--- src/rtl/cctab_pkg.sv ---
// ----------------------------------------------------------------------------
// cctab_pkg
// Shared types, codes and helpers for the category/count histogram table.
// ----------------------------------------------------------------------------
package cctab_pkg;

  localparam int DEPTH_DEF = 256;

  // Command codes
  localparam logic [2:0] CMD_ADD     = 3'd0;
  localparam logic [2:0] CMD_SET     = 3'd1;
  localparam logic [2:0] CMD_APPEND  = 3'd2;
  localparam logic [2:0] CMD_ZERO    = 3'd3;
  localparam logic [2:0] CMD_SORTCAT = 3'd4;
  localparam logic [2:0] CMD_SORTCNT = 3'd5;
  localparam logic [2:0] CMD_READ    = 3'd6;
  localparam logic [2:0] CMD_CLEAR   = 3'd7;

  // Status codes
  localparam logic [2:0] ST_UPDATED  = 3'd0;
  localparam logic [2:0] ST_APPENDED = 3'd1;
  localparam logic [2:0] ST_FULL     = 3'd2;
  localparam logic [2:0] ST_RANGE    = 3'd3;
  localparam logic [2:0] ST_DONE     = 3'd4;

  typedef struct packed {
    logic signed [31:0] cat;
    logic signed [47:0] cnt;
    logic               dead;
  } entry_t;

  typedef enum logic [1:0] {
    KEY_CAT  = 2'd0,
    KEY_CNT  = 2'd1,
    KEY_DEAD = 2'd2
  } key_t;

  typedef struct packed {
    logic shift;
    logic sort;
    logic parity;
    key_t key;
  } cell_op_t;

  // Saturating 48-bit signed add
  function automatic logic signed [47:0] sat_add(input logic signed [47:0] a,
                                                 input logic signed [47:0] b);
    logic [48:0] s;
    begin
      s = {a[47], a} + {b[47], b};
      if (s[48] != s[47]) begin
        sat_add = s[48] ? {1'b1, 47'd0} : {1'b0, {47{1'b1}}};
      end else begin
        sat_add = s[47:0];
      end
    end
  endfunction

endpackage

--- src/rtl/cctab_cell.sv ---
// ----------------------------------------------------------------------------
// cctab_cell
// One table slot: shifts toward the head in a ring pass, or swaps with its
// right neighbor in an odd/even transposition round.
// ----------------------------------------------------------------------------
module cctab_cell #(
  parameter int DEPTH = cctab_pkg::DEPTH_DEF,
  parameter int IDX   = 0
) (
  input  logic                       clk,
  input  cctab_pkg::cell_op_t        op,
  input  logic [$clog2(DEPTH+1)-1:0] total,
  input  cctab_pkg::entry_t          right,
  input  cctab_pkg::entry_t          left,
  input  logic                       swap_in,
  output logic                       swap_out,
  output cctab_pkg::entry_t          q
);
  import cctab_pkg::*;

  localparam int   TW  = $clog2(DEPTH + 1);
  localparam logic PAR = 1'(IDX % 2);

  logic ahead;
  logic pair_live;

  // Decide whether the right neighbor orders strictly ahead of this slot
  always_comb begin
    case (op.key)
      KEY_CAT:  ahead = right.cat < q.cat;
      KEY_CNT:  ahead = (right.cnt != q.cnt) ? (right.cnt < q.cnt) : (right.cat < q.cat);
      KEY_DEAD: ahead = q.dead && !right.dead;
      default:  ahead = 1'b0;
    endcase
    pair_live = (PAR == op.parity) && (TW'(IDX + 1) < total);
    swap_out  = op.sort && pair_live && ahead;
  end

  // Advance the ring or swap with a neighbor
  always_ff @(posedge clk) begin
    if (op.shift) begin
      q <= right;
    end else if (swap_out) begin
      q <= right;
    end else if (swap_in) begin
      q <= left;
    end
  end

endmodule

--- config.mk ---
export PLATFORM = sky130hd
export DESIGN_NAME = cctab_cell
export DESIGN_NICKNAME = d
export VERILOG_FILES = /design/src/rtl/cctab_pkg.sv /design/src/rtl/cctab_cell.sv
export SDC_FILE = /design/constraint.sdc
export NUM_CORES = 1
export LEC_CHECK = 0
export BUFFER_PORTS_ARGS = -buffer_cell sky130_fd_sc_hd__buf_2
export CAP_MARGIN = 20
export CORE_ASPECT_RATIO = 1.4
export CORE_MARGIN = 2
export CORE_UTILIZATION = 52
export DETAILED_ROUTE_END_ITERATION = 10
export PLACE_DENSITY = 0.87
export SLEW_MARGIN = 20
export SYNTH_ARGS = -nofsm -noshare
export SYNTH_HDL_FRONTEND = slang
export SYNTH_SLANG_ARGS = --single-unit
--- constraint.sdc ---
create_clock -name clk -period 6.9 [get_ports clk]
set_input_delay 1.38 -clock clk [delete_from_list [all_inputs] [get_ports clk]]
set_output_delay 1.38 -clock clk [all_outputs]
set_load 0.02 [all_outputs]
==> impl_results.md <==
* Synth Register Bits at 81
* Deepest clock path buffer count at 2
* Critical Path Fanout Max at 4
* Top-count cell post-synth: inv_1
* R2r startpoint: q[30]
* GR Layer Usage met3 at 0.0515
* EDFF count, synth at 81
* Final worst-path cycle share at 0.799
* Core Footprint at 13,900 um2
* RD Place Congestion at 0.804
* Root buffer cell: clkbuf_16
* Worst Setup SP: right[44]
* Leakage Power at 4.16 nW
* TritonCTS clock tree: yes
* Die Height at 145 um
* Ports at 260
* Hold Crit Class: primary input to flip-flop
* Post-Synth Adder-Cell Area at 0.133
* CTS buffer count at 9
* Total die area at 15,300 um2
* Worst Setup EP: swap_out
* Drt wl/cell at 18.5 um
* Synth Area in XOR/XNOR at 0
* Setup TNS at 0 ps
* Yosys warnings at 0
* Antenna violations before repair at 5
* Via/cell ratio at 5.80
* H-tree depth at 3
* Cts repair resizes at 0
* Slowest cell on the critical path: nor4_1
* Largest family of logic cells by synthesized area: compound AO/OA/AOI/OAI gates
* Met2 usage at 0.461
* Area grow syn2layout at 21.0%
* Clock slew at reported path FFs at 70 ps
* Row cnt at 51
* Starting DRT DRC Count at 294
* # clock sinks at 81
* Synth Net Count at 933
* Final worst-path setup slack at 1390 ps
* Drt drc at 0
* Clk_skew at 11.5 ps
* Worst hold slack at 1390 ps
* Biggest regs: q (81)
* Seq/Total Area, Yosys at 0.327
* VDD IR-drop max at 155 uV
* Synth Area in Simple Gates at 0.0525
* Nets at 1,160
* Vias in the first global route at 6,355
* Least-Margin Pin Slew at 1070 ps
* Hold buffers post-CTS at 0
* CP dominant cell by count: buf_2
* Met1 usage at 0.297
* Pwr/cell area at 197 nW/um2
* Remaining Overflow, GRT at 0
* Sequence of cells on the critical path: buf_2 -> ha_1 -> nand4_1 -> nor4_1 -> nand3_1 -> a41oi_1 -> a2111oi_0 -> mux2i_4 -> o21a_4 -> buf_2
* Commonest cells post-synth: inv_1, edfxtp_1, o221ai_2
* Distinct cell type count after synthesis at 44
* Max-Cap Viols at 0
* Pin count of the biggest net entering global routing at 101
* WS Path Type: primary input to output port
* Max Clk Rate at 181 MHz
* # Post-CTS Setup Buffers at 0
* Pre-CTS WS at 1370 ps
* Max reg flops at 81
* Top cell type by total area after synthesis: edfxtp_1
* Status: finished clean
* Mux contribution to synthesized area at 0.00135
* Busiest grt layer: met2
* Via count at 6,332
* # setup viols final at 0
* Layout cell share with drive strength beyond 1 at 0.482
* Skew-Pair Late Insertion Delay at 340 ps
* Fin crit period at 5510 ps
* Area fraction of the dominant cell type after synthesis at 0.327
* Die Span X at 105 um
* R2R cell count at 12
* Fillers at 1,128
* Worst EP required at 5520 ps
* Port bufs at 258
* CP startpoint kind: primary input
* Initial core utilization at 0.534
* DP Wirelength at 14.8 mm
* Crit. End Element: output port
* Mapped Cells at 676
* Reg2Reg Capture Point: q[59]
* Final wirelength at 20.2 mm
* Total track usage at 0.259
* Worst Path Arrival at 4130 ps
* Slew Viols, Final at 0
* Synth Area in Compound Gates at 0.348
* Post-synth top flop: edfxtp_1
* Biggest register: q
* TritonRoute pass-1 iters at 5
* Hold Fails Final Rpt at 0
* Syn Area/Cell at 11.0 um2
* Area contributors post-synth: edfxtp_1, o221ai_2, ha_1, o31ai_2, inv_1
* First-pass GRT wire length at 31.6 mm
* Post-Syn Area at 7430 um2
* Synth async-reset ratio at 0
* CP max stage delay at 760 ps
* Post-route ant nets at 0
* Relative slew slack at 0.289
* RSZ-0062 raised after global routing: false
* Register-to-Register Setup Slack at 2530 ps
## power by group
| group | internal [W] | switching (W) |
|---|---|---|
| Sequential | 0.000619 | 0.0000307 |
| Clock | 0.000310 | 0.000193 |
| Combinational | 0.000238 | 0.000382 |
| Total | 0.00117 | 0.000606 |
## cells in the final DEF, fill, tap and decap left out, types with 5 or more instances in the layout
cell       count
o221ai_2      80
buf_2        257
nor2_1         7
o21ai_0       13
edfxtp_1      81
nand4_1       12
o31ai_1       12
a21oi_1       31
o31ai_2       70
ha_1          79
buf_4          9
nand2_1       19
clkbuf_16      9
nor4_1         5
inv_1        164
## metrics by stage
| step | std cells | power [W] | utilization | instance area (um2) |
|---|---|---|---|---|
| 5_1_grt | 1091 | 0.00186 | 0.646 | 8990 |
| 3_3_place_gp | 1077 | 0.00126 | 0.625 | 8690 |
| 6_report | 1092 | 0.00177 | 0.646 | 8990 |
| 3_5_place_dp | 1077 | 0.00127 | 0.625 | 8690 |
| 2_1_floorplan | 676 | 0.00109 | - | 7430 |
| 4_1_cts | 1091 | 0.00178 | 0.646 | 8990 |
## layer usage
| metal | part of all wire | vias to the layer above |
|---|---|---|
| met5 | 0.0027 | - |
| met4 | 0.037 | 8 |
| met3 | 0.063 | 62 |
| met2 | 0.52 | 269 |
| met1 | 0.38 | 2971 |
| li1 | - | 3022 |
## worst max-delay path, delay by kind of cell
family | cells | cell delay, ps
compound gates | 3 | 750
simple gates | 3 | 1140
buf+inv | 2 | 290
mux | 1 | 300
fa+ha+maj | 1 | 290
## cell type report
type                    instances  area, um2  area share
diodes                          1       2.50    0.000278
clock buffers                   9        225      0.0251
clock inverters                 5       72.6     0.00807
inverters                     164        616      0.0685
multi-input cells             379       4020       0.447
flip-flops and latches         81       2430       0.271
well taps                     185        231      0.0258
repair buffers                268       1390       0.154
## how the worst min path moves through the flow
stage,end,slack [ps],depth (start not counted),startpoint
after floorplan,q[80],1370,6,q[48]
after global placement,q[77],1670,7,q[48]
after detailed placement,q[74],1680,7,q[48]
after CTS,q[49],1380,3,right[49]
after global routing,q[74],1390,3,right[74]
final,q[49],1390,3,right[49]
## logic make-up (layout without fill, tap and decap cells)
family | Yosys count | after routing
DFF | 81 | 81
other | 0 | 1
AOI/OAI and AO/OA | 230 | 230
and+or+nand+nor | 69 | 69
muxes | 1 | 1
adders and majority gates | 79 | 79
buffers and inverters | 216 | 446
(Power assumes the default switching activity.)
